[src/sv/dtp_pkg.sv]
`timescale 1ns / 1ps
// ----------------------------------------------------------------------------
// Duration text parser package
// Status codes, character codes and the control state record that is shared
// by the character step logic and the top level.
// ----------------------------------------------------------------------------
package dtp_pkg;

   // Default width of numbers and totals, and the fixed width of the result.
   localparam int COUNT_BITS_DEF = 63;
   localparam int TOTAL_W        = 63;

   // Extra bits that hold a value times ten plus a weighted digit.
   localparam int GUARD_BITS = 4;

   localparam logic [7:0] CH_ZERO  = 8'h30;
   localparam logic [7:0] CH_NINE  = 8'h39;
   localparam logic [7:0] CH_SPACE = 8'h20;
   localparam logic [7:0] CH_TAB   = 8'h09;
   localparam logic [7:0] CH_CR    = 8'h0D;
   localparam logic [7:0] CH_UP_A  = 8'h41;
   localparam logic [7:0] CH_UP_Z  = 8'h5A;
   localparam logic [7:0] CH_CASE  = 8'h20;
   localparam logic [7:0] CH_H     = 8'h68;
   localparam logic [7:0] CH_M     = 8'h6D;
   localparam logic [7:0] CH_S     = 8'h73;

   typedef enum logic [2:0] {
      ST_OK         = 3'd0,
      ST_EMPTY      = 3'd1,
      ST_EXPECT_NUM = 3'd2,
      ST_RANGE      = 3'd3,
      ST_UNIT       = 3'd4,
      ST_OVERFLOW   = 3'd5
   } status_type;

   typedef struct packed {
      logic       in_digits;
      logic       seen_token;
      status_type status;
   } parse_ctrl_type;

endpackage

[src/sv/dtp_char_step.sv]
`timescale 1ns / 1ps
// ----------------------------------------------------------------------------
// Duration text parser character step
// Next parser state for one character: digit accumulation with range check,
// token end with a weighted add to the running total, and error capture.
// ----------------------------------------------------------------------------
module dtp_char_step #(
   parameter int COUNT_BITS = dtp_pkg::COUNT_BITS_DEF
) (
   input  logic                    take,
   input  logic [7:0]              ch,
   input  dtp_pkg::parse_ctrl_type ctrl_cur,
   input  logic [COUNT_BITS-1:0]   num_cur,
   input  logic [COUNT_BITS-1:0]   num60_cur,
   input  logic                    ovf60_cur,
   input  logic [COUNT_BITS-1:0]   num3600_cur,
   input  logic                    ovf3600_cur,
   input  logic [COUNT_BITS-1:0]   total_cur,
   output dtp_pkg::parse_ctrl_type ctrl_nxt,
   output logic [COUNT_BITS-1:0]   num_nxt,
   output logic [COUNT_BITS-1:0]   num60_nxt,
   output logic                    ovf60_nxt,
   output logic [COUNT_BITS-1:0]   num3600_nxt,
   output logic                    ovf3600_nxt,
   output logic [COUNT_BITS-1:0]   total_nxt
);

   localparam int W  = COUNT_BITS;
   localparam int XW = COUNT_BITS + dtp_pkg::GUARD_BITS;

   logic          is_digit;
   logic          is_blank;
   logic [7:0]    lower;
   logic [3:0]    digit;
   logic [W-1:0]  base_num;
   logic [W-1:0]  base60;
   logic [W-1:0]  base3600;
   logic          base_ovf60;
   logic          base_ovf3600;
   logic [XW-1:0] cand_num;
   logic [XW-1:0] cand60;
   logic [XW-1:0] cand3600;
   logic [W-1:0]  add_val;
   logic          add_ovf;
   logic [W:0]    add_sum;

   assign is_digit = (ch >= dtp_pkg::CH_ZERO) && (ch <= dtp_pkg::CH_NINE);
   assign is_blank = (ch == dtp_pkg::CH_SPACE) ||
                     ((ch >= dtp_pkg::CH_TAB) && (ch <= dtp_pkg::CH_CR));
   assign lower    = ((ch >= dtp_pkg::CH_UP_A) && (ch <= dtp_pkg::CH_UP_Z)) ?
                     (ch | dtp_pkg::CH_CASE) : ch;
   assign digit    = 4'(ch - dtp_pkg::CH_ZERO);

   // A new token starts from zero; the scaled copies follow the number so that
   // a token end needs only one add.
   assign base_num     = ctrl_cur.in_digits ? num_cur     : '0;
   assign base60       = ctrl_cur.in_digits ? num60_cur   : '0;
   assign base3600     = ctrl_cur.in_digits ? num3600_cur : '0;
   assign base_ovf60   = ctrl_cur.in_digits & ovf60_cur;
   assign base_ovf3600 = ctrl_cur.in_digits & ovf3600_cur;

   assign cand_num = (XW'(base_num) << 3) + (XW'(base_num) << 1) + XW'(digit);
   assign cand60   = (XW'(base60) << 3) + (XW'(base60) << 1) + XW'(digit) * XW'(60);
   assign cand3600 = (XW'(base3600) << 3) + (XW'(base3600) << 1) +
                     XW'(digit) * XW'(3600);

   always_comb begin
      if (is_blank || (lower == dtp_pkg::CH_M)) begin
         add_val = num60_cur;
         add_ovf = ovf60_cur;
      end else if (lower == dtp_pkg::CH_H) begin
         add_val = num3600_cur;
         add_ovf = ovf3600_cur;
      end else begin
         add_val = num_cur;
         add_ovf = 1'b0;
      end
   end

   assign add_sum = {1'b0, total_cur} + {1'b0, add_val};

   always_comb begin
      ctrl_nxt    = ctrl_cur;
      num_nxt     = num_cur;
      num60_nxt   = num60_cur;
      ovf60_nxt   = ovf60_cur;
      num3600_nxt = num3600_cur;
      ovf3600_nxt = ovf3600_cur;
      total_nxt   = total_cur;
      if (take) begin
         if (is_digit) begin
            ctrl_nxt.in_digits  = 1'b1;
            ctrl_nxt.seen_token = 1'b1;
            if (cand_num[XW-1:W] != '0) begin
               ctrl_nxt.status = dtp_pkg::ST_RANGE;
            end else begin
               num_nxt     = cand_num[W-1:0];
               num60_nxt   = cand60[W-1:0];
               ovf60_nxt   = base_ovf60 | (cand60[XW-1:W] != '0);
               num3600_nxt = cand3600[W-1:0];
               ovf3600_nxt = base_ovf3600 | (cand3600[XW-1:W] != '0);
            end
         end else if (!ctrl_cur.in_digits) begin
            if (!is_blank) begin
               ctrl_nxt.status = dtp_pkg::ST_EXPECT_NUM;
            end
         end else begin
            ctrl_nxt.in_digits = 1'b0;
            if (!is_blank && (lower != dtp_pkg::CH_H) && (lower != dtp_pkg::CH_M) &&
                (lower != dtp_pkg::CH_S)) begin
               ctrl_nxt.status = dtp_pkg::ST_UNIT;
            end else if (add_ovf || add_sum[W]) begin
               ctrl_nxt.status = dtp_pkg::ST_OVERFLOW;
            end else begin
               total_nxt = add_sum[W-1:0];
            end
         end
      end
   end

endmodule

[src/sv/duration_text_parser.sv]
`timescale 1ns / 1ps
// ----------------------------------------------------------------------------
// Duration text parser
// Sums a whitespace separated duration string (digits with an optional h, m
// or s unit) into seconds and reports the total and a status at the string end.
// ----------------------------------------------------------------------------
// Throughput: one character per cycle while req_tready is high; a stalled
// response that fills the finalize stage drops req_tready. The transfer that
// ends the string loads one finalize stage, then the result register.
// Reset: synchronous, clears the parser control state, the total and the valid
// flags of both output stages; the block is ready once reset is released.
// ----------------------------------------------------------------------------
module duration_text_parser #(
   parameter int COUNT_BITS = dtp_pkg::COUNT_BITS_DEF
) (
   input  logic        clock,
   input  logic        reset,
   input  logic        req_tvalid,
   output logic        req_tready,
   input  logic [7:0]  req_tdata,   // [7:0] ch
   input  logic        req_tuser,   // [0] has_char
   input  logic        req_tlast,
   output logic        rsp_tvalid,
   input  logic        rsp_tready,
   output logic [63:0] rsp_tdata,   // [62:0] total_seconds, [63] zero
   output logic [2:0]  rsp_tuser    // [2:0] status
);

   localparam int W  = COUNT_BITS;
   localparam int TW = dtp_pkg::TOTAL_W;

   dtp_pkg::parse_ctrl_type ctrl_ff, ctrl_in, ctrl_step;
   logic [W-1:0] num_ff, num_in, num_step;
   logic [W-1:0] num60_ff, num60_in, num60_step;
   logic         ovf60_ff, ovf60_in, ovf60_step;
   logic [W-1:0] num3600_ff, num3600_in, num3600_step;
   logic         ovf3600_ff, ovf3600_in, ovf3600_step;
   logic [W-1:0] total_ff, total_in, total_step;

   dtp_pkg::parse_ctrl_type fin_ctrl_ff, fin_ctrl_in;
   logic         fin_valid_ff, fin_valid_in;
   logic [W-1:0] fin_total_ff, fin_total_in;
   logic [W-1:0] fin_num60_ff, fin_num60_in;
   logic         fin_ovf60_ff, fin_ovf60_in;

   logic                rsp_valid_ff, rsp_valid_in;
   logic [TW-1:0]       rsp_total_ff, rsp_total_in;
   dtp_pkg::status_type rsp_status_ff, rsp_status_in;

   logic                accept;
   logic                fin_adv;
   logic                take;
   logic [W:0]          fin_sum;
   dtp_pkg::status_type fin_status;
   logic [W-1:0]        fin_total;

   assign fin_adv    = !rsp_valid_ff || rsp_tready;
   assign req_tready = !fin_valid_ff || fin_adv;
   assign accept     = req_tvalid && req_tready;
   assign take       = req_tuser && (ctrl_ff.status == dtp_pkg::ST_OK);

   dtp_char_step #(
      .COUNT_BITS(COUNT_BITS)
   ) u_step (
      .take        (take),
      .ch          (req_tdata),
      .ctrl_cur    (ctrl_ff),
      .num_cur     (num_ff),
      .num60_cur   (num60_ff),
      .ovf60_cur   (ovf60_ff),
      .num3600_cur (num3600_ff),
      .ovf3600_cur (ovf3600_ff),
      .total_cur   (total_ff),
      .ctrl_nxt    (ctrl_step),
      .num_nxt     (num_step),
      .num60_nxt   (num60_step),
      .ovf60_nxt   (ovf60_step),
      .num3600_nxt (num3600_step),
      .ovf3600_nxt (ovf3600_step),
      .total_nxt   (total_step)
   );

   // Parser state: a transfer with tlast hands the state to the finalize
   // stage and starts the next string from the reset state.
   always_comb begin
      ctrl_in    = ctrl_ff;
      num_in     = num_ff;
      num60_in   = num60_ff;
      ovf60_in   = ovf60_ff;
      num3600_in = num3600_ff;
      ovf3600_in = ovf3600_ff;
      total_in   = total_ff;
      if (accept) begin
         num_in     = num_step;
         num60_in   = num60_step;
         ovf60_in   = ovf60_step;
         num3600_in = num3600_step;
         ovf3600_in = ovf3600_step;
         if (req_tlast) begin
            ctrl_in  = '{in_digits: 1'b0, seen_token: 1'b0, status: dtp_pkg::ST_OK};
            total_in = '0;
         end else begin
            ctrl_in  = ctrl_step;
            total_in = total_step;
         end
      end
   end

   always_comb begin
      fin_valid_in = fin_valid_ff;
      fin_ctrl_in  = fin_ctrl_ff;
      fin_total_in = fin_total_ff;
      fin_num60_in = fin_num60_ff;
      fin_ovf60_in = fin_ovf60_ff;
      if (accept && req_tlast) begin
         fin_valid_in = 1'b1;
         fin_ctrl_in  = ctrl_step;
         fin_total_in = total_step;
         fin_num60_in = num60_step;
         fin_ovf60_in = ovf60_step;
      end else if (fin_adv) begin
         fin_valid_in = 1'b0;
      end
   end

   // Finalize: a number still open at the string end counts as minutes.
   assign fin_sum = {1'b0, fin_total_ff} + {1'b0, fin_num60_ff};

   always_comb begin
      fin_status = fin_ctrl_ff.status;
      fin_total  = fin_total_ff;
      if ((fin_ctrl_ff.status == dtp_pkg::ST_OK) && fin_ctrl_ff.in_digits) begin
         if (fin_ovf60_ff || fin_sum[W]) begin
            fin_status = dtp_pkg::ST_OVERFLOW;
         end else begin
            fin_total = fin_sum[W-1:0];
         end
      end
      if ((fin_status == dtp_pkg::ST_OK) && !fin_ctrl_ff.seen_token) begin
         fin_status = dtp_pkg::ST_EMPTY;
      end
   end

   always_comb begin
      rsp_valid_in  = rsp_valid_ff;
      rsp_total_in  = rsp_total_ff;
      rsp_status_in = rsp_status_ff;
      if (fin_adv) begin
         rsp_valid_in = fin_valid_ff;
         if (fin_valid_ff) begin
            rsp_status_in = fin_status;
            rsp_total_in  = (fin_status == dtp_pkg::ST_OK) ? TW'(fin_total) : '0;
         end
      end
   end

   always_ff @(posedge clock) begin
      if (reset) begin
         ctrl_ff      <= '{in_digits: 1'b0, seen_token: 1'b0, status: dtp_pkg::ST_OK};
         total_ff     <= '0;
         fin_valid_ff <= 1'b0;
         rsp_valid_ff <= 1'b0;
      end else begin
         ctrl_ff      <= ctrl_in;
         total_ff     <= total_in;
         fin_valid_ff <= fin_valid_in;
         rsp_valid_ff <= rsp_valid_in;
      end
   end

   always_ff @(posedge clock) begin
      num_ff        <= num_in;
      num60_ff      <= num60_in;
      ovf60_ff      <= ovf60_in;
      num3600_ff    <= num3600_in;
      ovf3600_ff    <= ovf3600_in;
      fin_ctrl_ff   <= fin_ctrl_in;
      fin_total_ff  <= fin_total_in;
      fin_num60_ff  <= fin_num60_in;
      fin_ovf60_ff  <= fin_ovf60_in;
      rsp_total_ff  <= rsp_total_in;
      rsp_status_ff <= rsp_status_in;
   end

   assign rsp_tvalid = rsp_valid_ff;
   assign rsp_tdata  = {1'b0, rsp_total_ff};
   assign rsp_tuser  = rsp_status_ff;

   // A transfer that ends a string always fills the finalize stage.
   a_fin_load: assert property (@(posedge clock) disable iff (reset)
      (accept && req_tlast) |=> fin_valid_ff)
      else $error("finalize stage not loaded at string end");

   // The parser restarts from its reset state after a string end.
   a_restart: assert property (@(posedge clock) disable iff (reset)
      (accept && req_tlast) |=> (!ctrl_ff.in_digits && !ctrl_ff.seen_token &&
                                 (ctrl_ff.status == dtp_pkg::ST_OK) && (total_ff == '0)))
      else $error("parser state not cleared after string end");

   // A stalled finalize stage keeps its contents.
   a_fin_hold: assert property (@(posedge clock) disable iff (reset)
      (fin_valid_ff && !fin_adv) |=> (fin_valid_ff && $stable(fin_total_ff) &&
                                      $stable(fin_ctrl_ff)))
      else $error("finalize stage lost data under stall");

   // Any error status carries a zero total.
   a_err_zero: assert property (@(posedge clock) disable iff (reset)
      (rsp_valid_ff && (rsp_status_ff != dtp_pkg::ST_OK)) |-> (rsp_total_ff == '0))
      else $error("nonzero total with error status");

endmodule
[config.mk]
export PLATFORM = sky130hd
export DESIGN_NAME = duration_text_parser
export DESIGN_NICKNAME = d
export VERILOG_FILES = /design/src/sv/dtp_pkg.sv /design/src/sv/dtp_char_step.sv /design/src/sv/duration_text_parser.sv
export SDC_FILE = /design/constraint.sdc
export NUM_CORES = 2
export LEC_CHECK = 0
export ABC_CLOCK_PERIOD_IN_PS = 8890
export BUFFER_PORTS_ARGS = -buffer_cell sky130_fd_sc_hd__buf_2
export CAP_MARGIN = 5
export CORE_ASPECT_RATIO = 1.5
export CORE_MARGIN = 5
export CORE_UTILIZATION = 60
export DETAILED_ROUTE_END_ITERATION = 6
export PLACE_DENSITY_LB_ADDON = 0.12
export SLEW_MARGIN = 20
export SYNTH_ARGS = -nofsm -noshare
export SYNTH_HDL_FRONTEND = slang
export SYNTH_SLANG_ARGS = --single-unit
[constraint.sdc]
create_clock -name clock -period 8.89 [get_ports clock]
set_clock_uncertainty 0.15 [all_clocks]
set_input_delay 0.4445 -clock clock [delete_from_list [all_inputs] [get_ports clock]]
set_output_delay 0.4445 -clock clock [all_outputs]
set_load 0.005 [all_outputs]
==> flow_metrics.tcl <==
set metrics [dict create \
    outcome "finished clean" \
    antenna_found_initial 2 \
    hold_buffers 1 \
    syn_inst 4400 \
    p_switching_uw 1250 \
    num-fill-cells 5692 \
    layout_worst_path_cycle_share_pct 77.1 \
    maxCapViolCount 0 \
    synth_cell_types 92 \
    cts_root_buf "clkbuf_16" \
    critPathKind "reg -> reg" \
    synth_xor_area_share_pct 6.22 \
    grtUsageTotal_pct 28.8 \
    utilization_pct 64.3 \
    synth-edff-count 380 \
    cts_tree "built" \
    intPower_uw 3620 \
    clk_pin_slew_ns 0.06 \
    antennaDiodeCount 0 \
    post_cts_resized 0 \
    coreArea_um2 65600 \
    min_path_cells 2 \
    synth.area.mux_share_pct 3.28 \
    vias 32500 \
    synth_top_family_by_area "compound AO/OA/AOI/OAI gates" \
    synth_compound_area_share_pct 21.4 \
    num_rows 115 \
    relSlewSlack_pct 25.4 \
    reg2regPathDepth 16 \
    drtIter0Drc 2911 \
    syn_to_final_growth_pct 6.34 \
    rsz0062_at_grt "no" \
    die-width_um 220 \
    synthFlopType "edfxtp_1" \
    syn_avg_cell_area_um2 9.02 \
    grt_pass1_vias 31500 \
    p_comb_share_pct 10.2 \
    tightest_slew_ns 1.12 \
    rr_startpoint "ctrl_ff[4]" \
    synth.yosys.seq_area_share_pct 32.3 \
    regToRegEndpoint "fin_num60_ff[36]" \
    die_area_um2 71500 \
    hold_class "in -> reg" \
    worstPathArrival_ns 7.03 \
    grt_pass1_wl_um 167000 \
    place.port_buffers 81 \
    dr.pass1.iters 7 \
    rrSetupSlack_ns 2.04 \
    synthArstFlopShare_pct 0 \
    final_cells 5269 \
    route.detailed.drc 0 \
    leakagePower_uw 0.0191 \
    p_per_area_nw_per_um2 115 \
    hpwl_um 85000 \
    final_max_slew_viol_count 0 \
    postCtsSetupRepairBufs 0 \
    synth_nets 4937 \
    cts_max_path_buffers 3 \
    ys_warn_count 0 \
    hold_path_startpoint "reset" \
    clkPwrFrac_pct 40.7 \
    placed_cells 5185 \
    gp_congestion 0.970 \
    max_freq_mhz 146 \
    initial_utilization_pct 60.5 \
    io_pins 83 \
    viasPerCell 6.18 \
    setup.worst_path.start_class "flip-flop" \
    routed_wl_um 105000 \
    postRouteAntennaNets 0 \
    grt_max_degree 74 \
    post_drt_wl_per_cell_um 20.0 \
    numCtsBuffers 45 \
    critPathCaptureType "flip-flop" \
    die_y_um 325 \
    syn_area_um2 39700 \
    synth-adder-area-share_pct 17.0 \
    switching_share_pct 25.7 \
    final.setup.tns_ns 0 \
    yosys_register_bits 450 \
    overflow 0 \
    h-tree-depth 2 \
    required_ns 9.07 \
    finalCriticalPeriod_ns 6.85 \
    drive_gt1_share_pct 7.13 \
    synthSimpleGateAreaFrac_pct 15.9 \
    crit_fanout 72 \
    clock-sinks 450 \
    whs_endpoint "ctrl_ff[4]" \
    irDropWorstVdd_uv 127 \
    seq_power_share_pct 49.1 \
    hold_violations 0 \
    setup_viol 0 \
    final_nets 4893 \
    insertion_delay_ns 0.61 \
]
==> sequential cells by signal, summed over array words and instances, names as in the netlist, 3 cells and up <==
| name | cells |
|---|---|
| fin_total_ff | 63 |
| fin_ctrl_ff | 5 |
| num60_ff | 63 |
| ctrl_ff | 5 |
| rsp_total_ff | 63 |
| num3600_ff | 54 |
| rsp_tuser | 3 |
| total_ff | 63 |
| fin_num60_ff | 63 |
| num_ff | 63 |
==> cells in the final DEF (no fill, tap or decap), types with 18 or more instances in the layout <==
cell         n
ha_1       498
a21oi_1    448
nand2_1    389
edfxtp_1   380
nor2_1     334
o21ai_0    245
inv_1      198
and2_1     184
xnor2_1    168
a21o_1     160
xor2_1     114
buf_2       81
nand3_1     69
dfxtp_1     69
o22ai_1     66
nand4_1     66
o21bai_1    58
nor3_1      57
clkbuf_16   49
mux2_4      45
a31oi_1     43
o21a_1      42
nor2b_1     41
mux2_2      39
and3_1      34
o211ai_1    32
nand2b_1    31
a211oi_1    26
a22o_1      26
fa_1        25
o2bb2ai_1   24
or3_1       19
nor4_1      18
o31ai_1     18
buf_4       18
==> Yosys cell counts, types with 58 or more instances <==
cell        n  share of area [%]
a21o_1    160                3.0
nand4_1    66                1.0
and2_1    185                2.9
clkbuf_1  166                1.6
o21ai_0   245                3.1
xnor2_1   168                3.7
dfxtp_1    70                3.5
edfxtp_1  380                 29
o21bai_1   58                1.1
xor2_1    114                2.5
nor2_1    335                3.2
nand3_1    69               0.87
ha_1      498                 16
a21oi_1   448                5.6
inv_1     199                1.9
o22ai_1    66                1.0
nor3_1     58               0.73
nand2_1   389                3.7
==> power by group through the flow <==
stage                     clock network (uW)  registers (uW)  logic [uW]
after floorplan                            0            2410         372
after global placement                     0            2430         486
after detailed placement                   0            2430         490
after CTS                               2020            2390         494
after global routing                    2110            2390         554
final                                   1980            2390         497
==> layer usage <==
| layer | vias up | track usage, % | share of wire, % |
|---|---|---|---|
| met5 | - | 0 | 0.0066 |
| met4 | 2 | 10.5 | 4.2 |
| met3 | 191 | 2.77 | 4.4 |
| met2 | 869 | 46.4 | 46 |
| met1 | 15400 | 40.6 | 46 |
| li1 | 16100 | - | - |
==> critical path, cell delays in order (launching register included) <==
cell and delay [ns]:
dfxtp_4 0.66, inv_1 0.51, nor2_1 0.30, fa_1 0.50, ha_1 0.31, a211oi_1 0.37, o21bai_1 0.20, o211ai_1 0.27
a21oi_1 0.20, nor4_1 0.72, o32ai_2 0.26, mux2i_1 0.17, or4_4 0.58, nor4_4 0.35, buf_12 0.39, o311ai_1 0.22
o21ai_0 0.25
==> area by class of cell <==
class                      instances  area (um^2)  share of cell area, %
multi-input combinational       3555        25400                   60.2
tap                              877         1100                   2.60
clock buffer                      59         1300                   3.09
timing repair buffer             104          631                   1.49
sequential                       450        12800                   30.4
inverter                         200          753                   1.78
clock inverter                    24          221                  0.525
==> worst max-delay path by stage <==
stage	startpoint	end	depth (start not counted)
2_1_floorplan	ctrl_ff[4]	num3600_ff[10]	17
3_3_place_gp	req_tdata[0]	fin_num60_ff[50]	24
3_5_place_dp	req_tdata[0]	fin_num60_ff[50]	24
4_1_cts	ctrl_ff[4]	num_ff[1]	15
5_1_grt	req_tdata[0]	fin_num60_ff[50]	24
6_report	ctrl_ff[4]	fin_num60_ff[36]	16
==> cells by family after synthesis <==
family,count (synthesis)
compound gates,1340
simple gates,1307
fa+ha+maj,523
flops,450
buf+inv,395
xor+xnor,282
mux,102
other cells,1
==> metrics by stage <==
stage	total power [uW]	setup slack (ns)	instance area, um^2	hold slack (ns)
floorplan	2780	0.870	39700	0.303
global placement	2920	1.69	40700	0.328
detailed placement	2920	1.57	40700	0.328
CTS	4910	2.13	42200	0.0116
global route	5050	1.73	42200	0.0524
finish	4870	2.04	42200	0.0538
Power figures use the tool's default switching activity.
